==> config.mk <==
export PLATFORM = sky130hd
export DESIGN_NAME = rolling_hash_substring_counter
export DESIGN_NICKNAME = d
export VERILOG_FILES = /design/src/rtl/core/rhsc_pkg.sv /design/src/rtl/core/rolling_hash_substring_counter.sv /design/src/rtl/core/rhsc_window_mem.sv /design/src/rtl/core/rhsc_hash_unit.sv
export VERILOG_INCLUDE_DIRS = /design/src /design/src/rtl/core
export SDC_FILE = /design/constraint.sdc
export NUM_CORES = 2
export LEC_CHECK = 0
export ABC_AREA = 1
export BUFFER_PORTS_ARGS = -buffer_cell sky130_fd_sc_hd__buf_2
export CORE_MARGIN = 1
export CORE_UTILIZATION = 38
export CTS_BUF_LIST = sky130_fd_sc_hd__clkbuf_8 sky130_fd_sc_hd__clkbuf_16
export DETAILED_ROUTE_END_ITERATION = 6
export GPL_ROUTABILITY_DRIVEN = 0
export PLACE_DENSITY = 0.55
export SYNTH_ARGS = -nofsm -noshare
export SYNTH_HDL_FRONTEND = slang
export SYNTH_SLANG_ARGS = --single-unit
==> constraint.sdc <==
create_clock -name clk_i -period 8 [get_ports clk_i]
set_clock_uncertainty 0.05 [all_clocks]
set_input_delay 1.2 -clock clk_i [delete_from_list [all_inputs] [get_ports clk_i]]
set_output_delay 1.2 -clock clk_i [all_outputs]
set_load 0.02 [all_outputs]
==> src/rtl/core/rolling_hash_substring_counter_assert.svh <==
// Assertion macros shared by the block's RTL.
// Each macro gives one labeled concurrent assertion on clk_i with reset rst_ni.
`ifndef ROLLING_HASH_SUBSTRING_COUNTER_ASSERT_SVH
`define ROLLING_HASH_SUBSTRING_COUNTER_ASSERT_SVH

// The consequent holds in the same cycle as the antecedent.
`define RHSC_ASSERT_SAME(label, ante, cons, msg) \
  label: assert property (@(posedge clk_i) disable iff (!rst_ni) (ante) |-> (cons)) \
    else $error(msg);

// The consequent holds in the cycle after the antecedent.
`define RHSC_ASSERT_NEXT(label, ante, cons, msg) \
  label: assert property (@(posedge clk_i) disable iff (!rst_ni) (ante) |=> (cons)) \
    else $error(msg);

`endif

==> src/rtl/core/rhsc_pkg.sv <==
`timescale 1ns / 1ps

package rhsc_pkg;

  // Field and register widths.
  localparam int BYTE_W      = 8;
  localparam int HASH_W      = 20;
  localparam int BASE_W      = 7;
  localparam int COUNT_W     = 20;
  localparam int LEN_CFG_W   = 7;
  localparam int CFG_INDEX_W = 3;
  localparam int CFG_DATA_W  = 20;

  localparam int MAX_PATTERN_DEFAULT = 64;
  localparam logic [COUNT_W-1:0] COUNT_MAX = {COUNT_W{1'b1}};

  // Register indexes of the configuration port.
  localparam logic [CFG_INDEX_W-1:0] REG_PATTERN_LENGTH = 3'd0;
  localparam logic [CFG_INDEX_W-1:0] REG_PATTERN_HASH_A = 3'd1;
  localparam logic [CFG_INDEX_W-1:0] REG_PATTERN_HASH_B = 3'd2;
  localparam logic [CFG_INDEX_W-1:0] REG_TOP_POWER_A    = 3'd3;
  localparam logic [CFG_INDEX_W-1:0] REG_TOP_POWER_B    = 3'd4;

  // Moduli and bases of the two hashes.
  localparam int unsigned MOD_A  = 1000003;
  localparam int unsigned MOD_B  = 1000033;
  localparam int unsigned BASE_A = 107;
  localparam int unsigned BASE_B = 101;

  // Reduction by reciprocal: operands stay below 2^RED_X_W, the quotient
  // estimate is at most one low, so the remainder lies below twice the modulus.
  localparam int RED_X_W   = 28;
  localparam int RECIP_W   = 29;
  localparam int RED_SHIFT = 48;
  localparam int QUOT_W    = RED_X_W + RECIP_W - RED_SHIFT;
  localparam int REM_W     = HASH_W + 1;
  localparam int DIFF_W    = HASH_W + 3;

  localparam logic [63:0] RECIP_A_FULL = (64'd1 << RED_SHIFT) / 64'(MOD_A);
  localparam logic [63:0] RECIP_B_FULL = (64'd1 << RED_SHIFT) / 64'(MOD_B);

  // Constants of one hash lane.
  typedef struct packed {
    logic [HASH_W-1:0]  modulus;
    logic [BASE_W-1:0]  base;
    logic [RECIP_W-1:0] recip;
  } rhsc_hash_const_t;

  localparam rhsc_hash_const_t HASH_A_CONST = '{
    modulus: HASH_W'(MOD_A),
    base:    BASE_W'(BASE_A),
    recip:   RECIP_A_FULL[RECIP_W-1:0]
  };
  localparam rhsc_hash_const_t HASH_B_CONST = '{
    modulus: HASH_W'(MOD_B),
    base:    BASE_W'(BASE_B),
    recip:   RECIP_B_FULL[RECIP_W-1:0]
  };

  // Step enables from the sequencer to the hash lanes.
  typedef struct packed {
    logic start;     // beat accepted
    logic fresh;     // beat opens a new text
    logic mul_leave; // leaving byte times top power
    logic red_hi;    // quotient estimate
    logic red_lo;    // remainder
    logic sub;       // remove leaving term from hash
    logic mul_base;  // shift hash by base and add entering byte
    logic fin;       // final correction into the hash register
  } rhsc_step_t;

endpackage

==> src/rtl/core/rolling_hash_substring_counter.sv <==
`timescale 1ns / 1ps

// Counts the windows of a byte stream whose two polynomial hashes equal a
// loaded pattern's (base 107 mod 1000003 and base 101 mod 1000033).
// Input channel: one text byte per beat, with new_text marking the first byte
// of a text, which clears the window, both hashes and the count.
// Output channel: one result per input beat, the match flag of the window
// ending at that byte and the saturating count of matches in this text.
// Configuration: write pattern length, pattern hashes and top powers by index
// while the block is idle; writes take effect at once, beyond index 4 ignored.
// A result is registered in state OUT after its byte passes states LEAVE
// through FIN. A new byte is taken once the previous result is in the output
// register; the chain of two multiply-reduce steps per byte in each hash
// lane, sharing that lane's one reducer, sets this pace.
// The delay line is a memory with one write and one registered read a byte.
// Reset clears the window, counters, hashes and output valid; no clearing
// pass is needed, since only bytes of the current text are ever read.
// When the receiver stalls, the result waits in the output register and the
// next byte is still accepted and worked on up to its final step.

`include "rolling_hash_substring_counter_assert.svh"

module rolling_hash_substring_counter #(
  parameter int MAX_PATTERN = rhsc_pkg::MAX_PATTERN_DEFAULT
) (
  input  logic                               clk_i,
  input  logic                               rst_ni,
  input  logic                               cfg_we_i,
  input  logic [rhsc_pkg::CFG_INDEX_W-1:0]   cfg_index_i,
  input  logic [rhsc_pkg::CFG_DATA_W-1:0]    cfg_wdata_i,
  input  logic                               in_valid_i,
  output logic                               in_ready_o,
  input  logic [rhsc_pkg::BYTE_W-1:0]        text_byte_i,
  input  logic                               new_text_i,
  output logic                               out_valid_o,
  input  logic                               out_ready_i,
  output logic                               window_match_o,
  output logic [rhsc_pkg::COUNT_W-1:0]       match_count_o
);

  localparam int SlotW = (MAX_PATTERN > 1) ? $clog2(MAX_PATTERN) : 1;
  localparam int LenW  = $clog2(MAX_PATTERN + 1);
  localparam int CmpW  = (LenW > rhsc_pkg::LEN_CFG_W) ? LenW : rhsc_pkg::LEN_CFG_W;
  localparam int DW    = LenW + 1;
  localparam int HashW = rhsc_pkg::HASH_W;
  localparam int CntW  = rhsc_pkg::COUNT_W;

  // Sequencer states.
  localparam logic [3:0] ST_IDLE     = 4'd0;
  localparam logic [3:0] ST_LEAVE    = 4'd1;
  localparam logic [3:0] ST_RED1_HI  = 4'd2;
  localparam logic [3:0] ST_RED1_LO  = 4'd3;
  localparam logic [3:0] ST_SUB      = 4'd4;
  localparam logic [3:0] ST_MUL_BASE = 4'd5;
  localparam logic [3:0] ST_RED2_HI  = 4'd6;
  localparam logic [3:0] ST_RED2_LO  = 4'd7;
  localparam logic [3:0] ST_FIN      = 4'd8;
  localparam logic [3:0] ST_OUT      = 4'd9;

  logic [3:0] state_q, state_d;

  // Configuration registers.
  logic [rhsc_pkg::LEN_CFG_W-1:0] pattern_length_q;
  logic [HashW-1:0] pattern_hash_a_q;
  logic [HashW-1:0] pattern_hash_b_q;
  logic [HashW-1:0] top_power_a_q;
  logic [HashW-1:0] top_power_b_q;

  // Window bookkeeping.
  logic [SlotW-1:0] slot_q;
  logic [SlotW-1:0] wr_slot_q;
  logic [LenW-1:0]  seen_q;
  logic             leave_vld_q;
  logic             full_q;
  logic [CntW-1:0]  count_q;
  logic [rhsc_pkg::BYTE_W-1:0] byte_q;

  // Output register.
  logic             out_valid_q;
  logic             out_match_q;
  logic [CntW-1:0]  out_count_q;

  logic             accept;
  logic             out_load;
  logic [CmpW-1:0]  len_ext;
  logic [LenW-1:0]  len_eff;
  logic [SlotW-1:0] eff_slot;
  logic [LenW-1:0]  eff_seen;
  logic [LenW-1:0]  seen_next;
  logic [SlotW-1:0] slot_next;
  logic [DW-1:0]    rd_diff;
  logic [DW-1:0]    rd_wrap;
  logic [SlotW-1:0] rd_addr;
  logic [rhsc_pkg::BYTE_W-1:0] mem_rdata;
  logic [rhsc_pkg::BYTE_W-1:0] leave_byte;
  logic [HashW-1:0] hash_a;
  logic [HashW-1:0] hash_b;
  logic             match;
  logic [CntW-1:0]  count_next;
  rhsc_pkg::rhsc_step_t step;

  assign accept     = in_valid_i && in_ready_o;
  assign in_ready_o = (state_q == ST_IDLE);
  assign out_load   = (state_q == ST_OUT) && (!out_valid_q || out_ready_i);

  // Configuration writes.
  always_ff @(posedge clk_i or negedge rst_ni) begin
    if (!rst_ni) begin
      pattern_length_q <= rhsc_pkg::LEN_CFG_W'(1);
      pattern_hash_a_q <= '0;
      pattern_hash_b_q <= '0;
      top_power_a_q    <= HashW'(1);
      top_power_b_q    <= HashW'(1);
    end else if (cfg_we_i) begin
      case (cfg_index_i)
        rhsc_pkg::REG_PATTERN_LENGTH: begin
          pattern_length_q <= cfg_wdata_i[rhsc_pkg::LEN_CFG_W-1:0];
        end
        rhsc_pkg::REG_PATTERN_HASH_A: pattern_hash_a_q <= cfg_wdata_i;
        rhsc_pkg::REG_PATTERN_HASH_B: pattern_hash_b_q <= cfg_wdata_i;
        rhsc_pkg::REG_TOP_POWER_A:    top_power_a_q    <= cfg_wdata_i;
        rhsc_pkg::REG_TOP_POWER_B:    top_power_b_q    <= cfg_wdata_i;
        default: ;
      endcase
    end
  end

  // Window length clamped to one through the delay line depth.
  assign len_ext = CmpW'(pattern_length_q);

  always_comb begin
    if (len_ext == '0) begin
      len_eff = LenW'(1);
    end else if (len_ext > CmpW'(MAX_PATTERN)) begin
      len_eff = LenW'(MAX_PATTERN);
    end else begin
      len_eff = len_ext[LenW-1:0];
    end
  end

  // Position of this byte; a new text starts from an empty window.
  assign eff_slot  = new_text_i ? '0 : slot_q;
  assign eff_seen  = new_text_i ? '0 : seen_q;
  assign seen_next = (eff_seen == LenW'(MAX_PATTERN)) ? eff_seen : eff_seen + LenW'(1);
  assign slot_next = (eff_slot == SlotW'(MAX_PATTERN - 1)) ? '0 : eff_slot + SlotW'(1);

  // Slot of the byte leaving the window, wrapped around the delay line.
  assign rd_diff = DW'(eff_slot) - DW'(len_eff);
  assign rd_wrap = rd_diff[DW-1] ? rd_diff + DW'(MAX_PATTERN) : rd_diff;
  assign rd_addr = rd_wrap[SlotW-1:0];

  // Byte positions and count.
  always_ff @(posedge clk_i or negedge rst_ni) begin
    if (!rst_ni) begin
      slot_q      <= '0;
      seen_q      <= '0;
      wr_slot_q   <= '0;
      leave_vld_q <= 1'b0;
      full_q      <= 1'b0;
      count_q     <= '0;
    end else if (accept) begin
      slot_q      <= slot_next;
      seen_q      <= seen_next;
      wr_slot_q   <= eff_slot;
      leave_vld_q <= (eff_seen >= len_eff);
      full_q      <= (seen_next >= len_eff);
      if (new_text_i) begin
        count_q <= '0;
      end
    end else if (out_load) begin
      count_q <= count_next;
    end
  end

  always_ff @(posedge clk_i) begin
    if (accept) begin
      byte_q <= text_byte_i;
    end
  end

  // Sequencer.
  always_comb begin
    state_d = state_q;
    case (state_q)
      ST_IDLE:     if (accept) state_d = ST_LEAVE;
      ST_LEAVE:    state_d = ST_RED1_HI;
      ST_RED1_HI:  state_d = ST_RED1_LO;
      ST_RED1_LO:  state_d = ST_SUB;
      ST_SUB:      state_d = ST_MUL_BASE;
      ST_MUL_BASE: state_d = ST_RED2_HI;
      ST_RED2_HI:  state_d = ST_RED2_LO;
      ST_RED2_LO:  state_d = ST_FIN;
      ST_FIN:      state_d = ST_OUT;
      ST_OUT:      if (out_load) state_d = ST_IDLE;
      default:     state_d = ST_IDLE;
    endcase
  end

  always_ff @(posedge clk_i or negedge rst_ni) begin
    if (!rst_ni) begin
      state_q <= ST_IDLE;
    end else begin
      state_q <= state_d;
    end
  end

  // Step enables for both hash lanes.
  always_comb begin
    step.start     = accept;
    step.fresh     = new_text_i;
    step.mul_leave = (state_q == ST_LEAVE);
    step.red_hi    = (state_q == ST_RED1_HI) || (state_q == ST_RED2_HI);
    step.red_lo    = (state_q == ST_RED1_LO) || (state_q == ST_RED2_LO);
    step.sub       = (state_q == ST_SUB);
    step.mul_base  = (state_q == ST_MUL_BASE);
    step.fin       = (state_q == ST_FIN);
  end

  // Delay line: read the leaving byte on accept, store the new byte after.
  rhsc_window_mem #(
    .Depth(MAX_PATTERN)
  ) u_window_mem (
    .clk_i   (clk_i),
    .we_i    (state_q == ST_LEAVE),
    .waddr_i (wr_slot_q),
    .wdata_i (byte_q),
    .re_i    (accept),
    .raddr_i (rd_addr),
    .rdata_o (mem_rdata)
  );

  assign leave_byte = leave_vld_q ? mem_rdata : '0;

  rhsc_hash_unit u_hash_a (
    .clk_i   (clk_i),
    .rst_ni  (rst_ni),
    .step_i  (step),
    .const_i (rhsc_pkg::HASH_A_CONST),
    .power_i (top_power_a_q),
    .leave_i (leave_byte),
    .enter_i (byte_q),
    .hash_o  (hash_a)
  );

  rhsc_hash_unit u_hash_b (
    .clk_i   (clk_i),
    .rst_ni  (rst_ni),
    .step_i  (step),
    .const_i (rhsc_pkg::HASH_B_CONST),
    .power_i (top_power_b_q),
    .leave_i (leave_byte),
    .enter_i (byte_q),
    .hash_o  (hash_b)
  );

  // Match test and saturating count.
  assign match      = full_q && (hash_a == pattern_hash_a_q) && (hash_b == pattern_hash_b_q);
  assign count_next = (match && (count_q != rhsc_pkg::COUNT_MAX)) ? count_q + CntW'(1)
                                                                  : count_q;

  // Output register.
  always_ff @(posedge clk_i or negedge rst_ni) begin
    if (!rst_ni) begin
      out_valid_q <= 1'b0;
    end else if (out_load) begin
      out_valid_q <= 1'b1;
    end else if (out_ready_i) begin
      out_valid_q <= 1'b0;
    end
  end

  always_ff @(posedge clk_i) begin
    if (out_load) begin
      out_match_q <= match;
      out_count_q <= count_next;
    end
  end

  assign out_valid_o    = out_valid_q;
  assign window_match_o = out_match_q;
  assign match_count_o  = out_count_q;

  // Checks.
  `RHSC_ASSERT_NEXT(a_accept_starts_seq, accept, state_q == ST_LEAVE,
                    "accepted beat did not start the sequence")
  `RHSC_ASSERT_NEXT(a_out_only_from_seq, (state_q != ST_OUT) && !out_valid_q,
                    !out_valid_q, "result appeared without a finished beat")
  `RHSC_ASSERT_SAME(a_hash_reduced, 1'b1,
                    (hash_a < rhsc_pkg::HASH_A_CONST.modulus) &&
                    (hash_b < rhsc_pkg::HASH_B_CONST.modulus),
                    "rolling hash left its modulus range")
  `RHSC_ASSERT_SAME(a_match_counted, out_valid_q && out_match_q, out_count_q != '0,
                    "match reported with zero count")

endmodule

==> src/rtl/core/rhsc_window_mem.sv <==
`timescale 1ns / 1ps

module rhsc_window_mem #(
  parameter int Depth = rhsc_pkg::MAX_PATTERN_DEFAULT,
  localparam int AddrW = (Depth > 1) ? $clog2(Depth) : 1
) (
  input  logic                      clk_i,
  input  logic                      we_i,
  input  logic [AddrW-1:0]          waddr_i,
  input  logic [rhsc_pkg::BYTE_W-1:0] wdata_i,
  input  logic                      re_i,
  input  logic [AddrW-1:0]          raddr_i,
  output logic [rhsc_pkg::BYTE_W-1:0] rdata_o
);

  logic [rhsc_pkg::BYTE_W-1:0] mem_q [Depth];
  logic [rhsc_pkg::BYTE_W-1:0] rdata_q;

  // Write port.
  always_ff @(posedge clk_i) begin
    if (we_i) begin
      mem_q[waddr_i] <= wdata_i;
    end
  end

  // Registered read port.
  always_ff @(posedge clk_i) begin
    if (re_i) begin
      rdata_q <= mem_q[raddr_i];
    end
  end

  assign rdata_o = rdata_q;

endmodule

==> src/rtl/core/rhsc_hash_unit.sv <==
`timescale 1ns / 1ps

module rhsc_hash_unit (
  input  logic                          clk_i,
  input  logic                          rst_ni,
  input  rhsc_pkg::rhsc_step_t          step_i,
  input  rhsc_pkg::rhsc_hash_const_t    const_i,
  input  logic [rhsc_pkg::HASH_W-1:0]   power_i,
  input  logic [rhsc_pkg::BYTE_W-1:0]   leave_i,
  input  logic [rhsc_pkg::BYTE_W-1:0]   enter_i,
  output logic [rhsc_pkg::HASH_W-1:0]   hash_o
);

  localparam int HashW = rhsc_pkg::HASH_W;
  localparam int XW    = rhsc_pkg::RED_X_W;
  localparam int RW    = rhsc_pkg::RECIP_W;
  localparam int QW    = rhsc_pkg::QUOT_W;
  localparam int RemW  = rhsc_pkg::REM_W;
  localparam int DW    = rhsc_pkg::DIFF_W;
  localparam int BW    = rhsc_pkg::BYTE_W;
  localparam int BaseW = rhsc_pkg::BASE_W;

  logic [HashW-1:0] power_red_q;
  logic [XW-1:0]    x_q;
  logic [QW-1:0]    quot_q;
  logic [RemW-1:0]  rem_q;
  logic [HashW-1:0] diff_q;
  logic [HashW-1:0] hash_q;

  logic [RemW-1:0]  mod_ext;
  logic [RemW-1:0]  power_ext;
  logic [RemW-1:0]  power_sub;
  logic [HashW-1:0] power_red;
  logic [XW-1:0]    leave_prod;
  logic [XW-1:0]    base_prod;
  logic [XW+RW-1:0] recip_prod;
  logic [XW-1:0]    quot_mod;
  logic [XW-1:0]    rem_full;
  logic [DW-1:0]    diff0;
  logic [DW-1:0]    diff1;
  logic [DW-1:0]    diff2;
  logic [DW-1:0]    diff_sel;
  logic [RemW-1:0]  rem_sub;
  logic [HashW-1:0] hash_fix;

  // Top power register is 20 bits and may exceed the modulus once.
  assign mod_ext   = {1'b0, const_i.modulus};
  assign power_ext = {1'b0, power_i};
  assign power_sub = power_ext - mod_ext;
  assign power_red = (power_ext >= mod_ext) ? power_sub[HashW-1:0] : power_i;

  // Leaving byte times reduced power, and hash times base plus entering byte.
  assign leave_prod = {{(XW-BW){1'b0}}, leave_i} * {{(XW-HashW){1'b0}}, power_red_q};
  assign base_prod  = {{(XW-HashW){1'b0}}, diff_q} * {{(XW-BaseW){1'b0}}, const_i.base}
                    + {{(XW-BW){1'b0}}, enter_i};

  // Quotient estimate through the reciprocal, then the remainder.
  assign recip_prod = {{RW{1'b0}}, x_q} * {{XW{1'b0}}, const_i.recip};
  assign quot_mod   = {{(XW-QW){1'b0}}, quot_q} * {{(XW-HashW){1'b0}}, const_i.modulus};
  assign rem_full   = x_q - quot_mod;

  // Hash minus remainder; the remainder is below twice the modulus.
  assign diff0 = {3'b000, hash_q} - {2'b00, rem_q};
  assign diff1 = diff0 + {3'b000, const_i.modulus};
  assign diff2 = diff0 + {2'b00, const_i.modulus, 1'b0};

  always_comb begin
    if (!diff0[DW-1]) begin
      diff_sel = diff0;
    end else if (!diff1[DW-1]) begin
      diff_sel = diff1;
    end else begin
      diff_sel = diff2;
    end
  end

  // Final correction of the remainder into range.
  assign rem_sub  = rem_q - mod_ext;
  assign hash_fix = (rem_q >= mod_ext) ? rem_sub[HashW-1:0] : rem_q[HashW-1:0];

  // Datapath registers, loaded by sequencer step.
  always_ff @(posedge clk_i) begin
    if (step_i.start) begin
      power_red_q <= power_red;
    end
    if (step_i.mul_leave) begin
      x_q <= leave_prod;
    end else if (step_i.mul_base) begin
      x_q <= base_prod;
    end
    if (step_i.red_hi) begin
      quot_q <= recip_prod[XW+RW-1:rhsc_pkg::RED_SHIFT];
    end
    if (step_i.red_lo) begin
      rem_q <= rem_full[RemW-1:0];
    end
    if (step_i.sub) begin
      diff_q <= diff_sel[HashW-1:0];
    end
  end

  // Rolling hash state.
  always_ff @(posedge clk_i or negedge rst_ni) begin
    if (!rst_ni) begin
      hash_q <= '0;
    end else if (step_i.start && step_i.fresh) begin
      hash_q <= '0;
    end else if (step_i.fin) begin
      hash_q <= hash_fix;
    end
  end

  assign hash_o = hash_q;

endmodule
Yosys cells after proc, flatten, opt, wreduce, memory -nomap -nowiden

Memories as Yosys holds them, arrays and structs flattened. A register that Yosys moved wholly into a read port is not among the register bits.
Index checks and enable logic that the tools add are counted.

Flip-flop bits (word level): 398
Bits in latches: 0
RAM bits: 512
ROM bits: 0
Input port bits: 37
Output and inout bits: 23
Logic and storage cells: 143
Memories: 1

$add $sub $neg: 19
$mul: 8
Div/mod/pow operators: 0
Order comparisons: 7
Equal/unequal tests: 21
Shift operators: 0
Mux-type cells: 35
Bitwise operators: 0
Reductions and logical operators: 24

Memories:

| name               | words | width | rd ports | clocked after memory_dff | write ports | line                  | text |
|---|---|---|---|---|---|---|---|
| u_window_mem.mem_q | 64    | 8     | 1        | 1                        | 1           | rhsc_window_mem.sv:16 | `logic [rhsc_pkg::BYTE_W-1:0] mem_q [Depth];` |

Operators with widths:

| kind                                                                 | count |
|---|---|
| 2-to-1 mux 20 bit                                                    | 16 |
| 2-to-1 mux 28 bit                                                    | 4 |
| subtractor 20 bit (second input constant)                            | 4 |
| adder 27 x 8 -> 28 bit                                               | 2 |
| multiplier 8 x 20 -> 28 bit                                          | 2 |
| multiplier 28 x 27 -> 55 bit (second input constant)                 | 1 |
| multiplier 20 x 7 -> 27 bit (second input constant)                  | 2 |
| multiplier 28 x 26 -> 54 bit (second input constant)                 | 1 |
| adder 23 x 20 -> 23 bit (second input constant)                      | 2 |
| subtractor 20 x 21 -> 22 bit                                         | 2 |
| greater-or-equal comparator 21 x 20 -> 1 bit (second input constant) | 2 |
| multiplier 9 x 20 -> 21 bit (second input constant)                  | 2 |
| subtractor 21 bit                                                    | 2 |
| adder 20 bit (second input constant)                                 | 2 |
| == test 20 bit                                                       | 2 |
| greater-or-equal comparator 20 bit (second input constant)           | 2 |
| case mux 4 bit (10 select lines)                                     | 1 |
| 2-to-1 mux 7 bit                                                     | 4 |
| adder 20 x 1 -> 20 bit (second input constant)                       | 1 |
| inequality test 20 bit (second input constant)                       | 1 |
| 2-to-1 mux 6 bit                                                     | 3 |
| == test 4 x 3 -> 1 bit (second input constant)                       | 4 |
| greater-or-equal comparator 7 bit                                    | 2 |
| AND reduction 2 bit                                                  | 7 |
| 24 further kinds                                                     | 43 |

Logic depth before layout (Yosys ltp)

Depth after elaboration: 7
Depth in mapped cells: 25
Depth with buffers taken out: 25

Cells and area by module

Synthesis repeated with hierarchy kept, for this count alone.

Cell total of the unflattened synthesis: 16975
Area total of the unflattened synthesis: 134754.2 µm²

Modules (own cells, without submodules):

| module                         | instances | cells an instance | area each (µm²) | sequential area each (µm²) |
|---|---|---|---|---|
| rhsc_hash_unit at u_hash_a     | 1         | 7008              | 52213.8         | 3443.3 |
| rhsc_hash_unit at u_hash_b     | 1         | 6938              | 51927.3         | 3443.3 |
| rhsc_window_mem                | 1         | 1805              | 21419.3         | 15615.0 |
| rolling_hash_substring_counter | 1         | 1224              | 9193.8          | 4202.8 |

Worst setup path before layout

OpenSTA, ideal clock, no wires.

Path type: register -> register
From: reg u_hash_a.x_q[12]
To: reg u_hash_a.quot_q[8], data pin
Library setup time: 265 ps
Data arrival time: 5297 ps
Data required time: 7685 ps
Setup slack: 2388 ps
Cell stages (with the launch flop): 23
Path buffers: 0
Clock period less this slack: 5612 ps
Path through: edfxtp_1 ha_1 fa_1 inv_1 fa_1 fa_1 inv_1 fa_1 fa_1 inv_1 fa_1 inv_1 ha_1 a21o_1 a21oi_1 nor2_1 nor2_1 o21ai_0 nand4_1 nand2_1 a21oi_1 o21ai_0 xor2_1

Word-level cells in the longest chain between the ends: 1

RTL lines:

| element                           | line                 | text |
|---|---|---|
| from (decl)                       | rhsc_hash_unit.sv:24 | `logic [XW-1:0] x_q;` |
| from (signal assigned)            | rhsc_hash_unit.sv:87 | `x_q <= leave_prod;` |
| from (signal assigned)            | rhsc_hash_unit.sv:89 | `x_q <= base_prod;` |
| multiplier 28 x 27 -> 55 bit      | rhsc_hash_unit.sv:58 | `assign recip_prod = {{RW{1'b0}}, x_q} * {{XW{1'b0}}, const_i.recip};` |
| named net u_hash_a.recip_prod[56] | rhsc_hash_unit.sv:36 | `logic [XW+RW-1:0] recip_prod;` |
| to (signal assigned)              | rhsc_hash_unit.sv:92 | `quot_q <= recip_prod[XW+RW-1:rhsc_pkg::RED_SHIFT];` |
| to (decl)                         | rhsc_hash_unit.sv:25 | `logic [QW-1:0] quot_q;` |

The timed path passes the listed nets, and every way through them passes these cells.
A chain may end at the register's enable or synchronous reset.

Worst setup path after layout

From: reg leave_vld_q
To: reg u_hash_b.x_q[16], data pin

Word-level cells in the longest chain between the ends: 3

RTL lines:

| element                     | line                                  | text |
|---|---|---|
| from (decl)                 | rolling_hash_substring_counter.sv:73  | `logic leave_vld_q;` |
| from (signal assigned)      | rolling_hash_substring_counter.sv:165 | `leave_vld_q <= (eff_seen >= len_eff);` |
| 2-to-1 mux 8 bit            | rolling_hash_substring_counter.sv:232 | `assign leave_byte = leave_vld_q ? mem_rdata : '0;` |
| multiplier 8 x 20 -> 28 bit | rhsc_hash_unit.sv:53                  | `assign leave_prod = {{(XW-BW){1'b0}}, leave_i} * {{(XW-HashW){1'b0}}, power_red_q};` |
| 2-to-1 mux 28 bit           | rhsc_hash_unit.sv:86                  | `if (step_i.mul_leave) begin` |
| to (signal assigned)        | rhsc_hash_unit.sv:87                  |  |
| to (signal assigned)        | rhsc_hash_unit.sv:89                  |  |
| to (decl)                   | rhsc_hash_unit.sv:24                  |  |

No other way between the ends.

==> impl_metrics.py <==
metrics = {
    "global_route": {
        "grt_pass1_vias": 67070,
        "antenna_found_initial": 4,
        "grt-ovfl-total": 0,
        "grt_max_degree": 148,
        "grt_first_pass_wirelength_mm": 391.9,
        "grt_usage_pct": 21.41,
    },
    "status": {
        "outcome": "completed",
    },
    "clocking": {
        "path_clk_slew_ns": 0.06,
        "cts.path.max_buffers": 3,
        "worstSkewPairLatency_ns": 0.81,
        "cts_setup_buffers": 0,
        "cts-root-buf": "clkbuf_16",
        "cts_made_buffers": 103,
        "htree_num_levels": 3,
        "cts_tree": "yes",
        "numClockSinks": 918,
    },
    "synth": {
        "synthFlopType": "edfxtp_1",
        "ys_seq_area_share_pct": 30.09,
        "synth_async_sr_flop_share_pct": 18.85,
        "synth_top_family_by_area": "adder cells",
        "synthTopCellsByArea": "edfxtp_1 25%, fa_1 20%, ha_1 15%",
        "yosysTopAreaCell": "edfxtp_1",
        "synth_fa_ha_area_share_pct": 34.60,
        "synth-warning-count": 0,
        "synth-simple-area-share_pct": 14.47,
        "syn_area_sq_mm": 0.08875,
        "synthMostInstantiatedCell": "inv_1",
        "syn_nets": 11750,
        "synth_top_cell_area_share_pct": 25.21,
        "synth_seq_cells": 918,
        "synth_edf_count": 745,
        "synth-compound-area-share_pct": 8.456,
        "synthXorXnorAreaFrac_pct": 2.120,
        "synth_cells": 9780,
        "muxShareOfSynthArea_pct": 0.7345,
        "yosysUniqueCellTypes": 68,
        "yosys-top-cells-count": "2021 x inv_1, 1594 x nand2_1, 1056 x ha_1, 896 x nor2_1, 874 x fa_1",
        "syn_avg_cell_area_sq_um": 9.075,
    },
    "drt": {
        "remaining_drc_errors": 0,
        "first_pass_iters": 6,
        "detailedRoute.firstIterationViolations": 5519,
        "vias_per_cell": 5.183,
        "wl_per_cell_um": 19.38,
        "routed_wl_mm": 250.9,
        "vias": 67110,
        "ant_nets": 0,
    },
    "cells_and_area": {
        "area_growth_pct": 8.402,
        "fillerInstances": 22850,
        "nNetsFinal": 11780,
        "layout-drive-gt1-share_pct": 3.899,
        "seqCellArea_sq_mm": 0.02670,
        "multi_input_area_sq_mm": 0.05370,
        "fin_cells": 12950,
    },
    "sta": {
        "setup_violations": 0,
        "fin_setup_tns_ns": 0,
        "max_slew_margin_pct": 7.532,
        "slew_viol_final": 0,
        "finalCritPeriodShare_pct": 92.54,
        "rsz0062_at_grt": "no",
        "fmax_mhz": 135.1,
        "fin_crit_ns": 7.403,
        "finalHoldViolations": 0,
        "tightest_slew_ns": 1.374,
    },
    "die": {
        "die-area_sq_mm": 0.2355,
        "rows": 177,
        "start_util_pct": 38.20,
        "io_pins": 60,
        "die_h_um": 485.3,
        "die_x_um": 485.3,
        "core_sq_mm": 0.2323,
    },
    "place": {
        "dpl.cell_count": 12750,
        "hpwl_mm": 198.9,
        "io_buffers": 59,
    },
    "critical_path": {
        "start_kind": "flip-flop",
        "critPathRequiredTime_ns": 8.39,
        "crit_type": "reg2reg",
        "cpPeakStageDelay_ns": 0.84,
        "critPathTopFamily": "adder cells",
        "crit_slowest_cell": "clkinvlp_4",
        "critPathBufInv": 4,
        "crit_path_cell_trace": "nand2_1 > clkinvlp_4 > nand2_1 > fa_1 > fa_1 > inv_1 > fa_1 > inv_1 > fa_1 > inv_1 > ha_1 > nand2_1 > o21ai_0 > nor2_1 > o21bai_1 > a21oi_1 > o21ai_0 > a31oi_1 > nand2_1 > nand2_1 > o21ai_1",
        "critPathCaptureType": "flip-flop",
        "cpMostUsedCell": "nand2_1",
        "crit_fanout": 32,
        "arrival_ns": 7.79,
    },
    "hold_path": {
        "hold_class": "in2async",
    },
    "job": {
        "cap_violations": 0,
    },
}
metrics by stage:
step	area (sq um)	worst slack, ns	hold slack, ns	utilization, %
6_report	96210	0.5967	0.3152	41.41
5_1_grt	96210	0.06532	0.3007	41.41
4_1_cts	96190	0.1516	0.2740	41.41
3_5_place_dp	92730	0.2737	0.4237	39.91
3_3_place_gp	92730	0.2955	0.4201	39.91
2_1_floorplan	88750	2.388	0.4030	-
final timing paths:
path | cells after the start | start | end | slack (ns)
setup / recovery | 21 | leave_vld_q | u_hash_b.x_q[16] | 0.60
hold / removal | 1 | rst_ni | count_q[18] | 0.32
setup reg to reg | 21 | leave_vld_q | u_hash_b.x_q[16] | 0.60
hold reg to reg | 2 | pattern_hash_b_q[11] | pattern_hash_b_q[11] | 0.44
max in group asynchronous | 2 | rst_ni | len_ext[2] | 6.32
min in group clk_i | 2 | pattern_hash_b_q[11] | pattern_hash_b_q[11] | 0.44
routing by layer:
layer,vias to the layer above,share of wire (%),GRT usage (%)
li1,31710,-,-
met1,33090,46,31.05
met2,2001,44,33.48
met3,299,6.8,3.111
met4,6,2.4,5.089
met5,-,0.019,0
cells by family after synthesis:
| kind of cell | Yosys count |
|---|---|
| AOI/OAI and AO/OA | 1299 |
| adders and majority gates | 1930 |
| muxes | 65 |
| DFF | 918 |
| xor gates and xnor gates | 214 |
| and+or+nand+nor | 3115 |
| buffers and inverters | 2239 |
flip-flops by register name, summed over array words and instances (netlist names), 21 cells and up:
register and flops:
u_hash_a.rem_q 21, u_hash_a.x_q 28, u_hash_b.rem_q 21, u_hash_b.x_q 28, u_window_mem.mem_q 512
worst register-to-register path: stages, from the launching register on:
cell,delay (ns)
dfrtp_1,0.50
nand2_1,0.59
clkinvlp_4,0.84
nand2_1,0.31
fa_1,0.46
fa_1,0.49
inv_1,0.06
fa_1,0.47
inv_1,0.05
fa_1,0.48
inv_1,0.04
ha_1,0.38
nand2_1,0.11
o21ai_0,0.29
nor2_1,0.15
o21bai_1,0.23
a21oi_1,0.14
o21ai_0,0.38
a31oi_1,0.19
nand2_1,0.10
nand2_1,0.05
o21ai_1,0.68
cells in the final DEF (no fill, tap or decap), drive strengths merged, types with 170 or more instances in the layout:
| cell | count |
|---|---|
| fa | 874 |
| inv | 2066 |
| nor2 | 907 |
| nand3 | 322 |
| dfrtp | 170 |
| o21ai | 558 |
| a21oi | 403 |
| nand2 | 1616 |
| edfxtp | 745 |
| ha | 1056 |
cell type report:
cell class | instances | share of cell area (%)
diodes | 5 | 0.01300
clock buffers | 106 | 2.734
clock inverters | 86 | 0.8674
inverters | 2049 | 8.017
multi-input cells | 6623 | 55.82
flip-flops and latches | 918 | 27.76
well taps | 3043 | 3.957
repair buffers | 119 | 0.8362
repair_timing:
item,CTS,global route
setup endpoints to repair,0,1
gates resized for setup,0,3
hold buffers,0,0
Power is left out: the tool's default activity adds up to more than one toggle a clock period on the data nets, which glitch-free logic cannot reach.
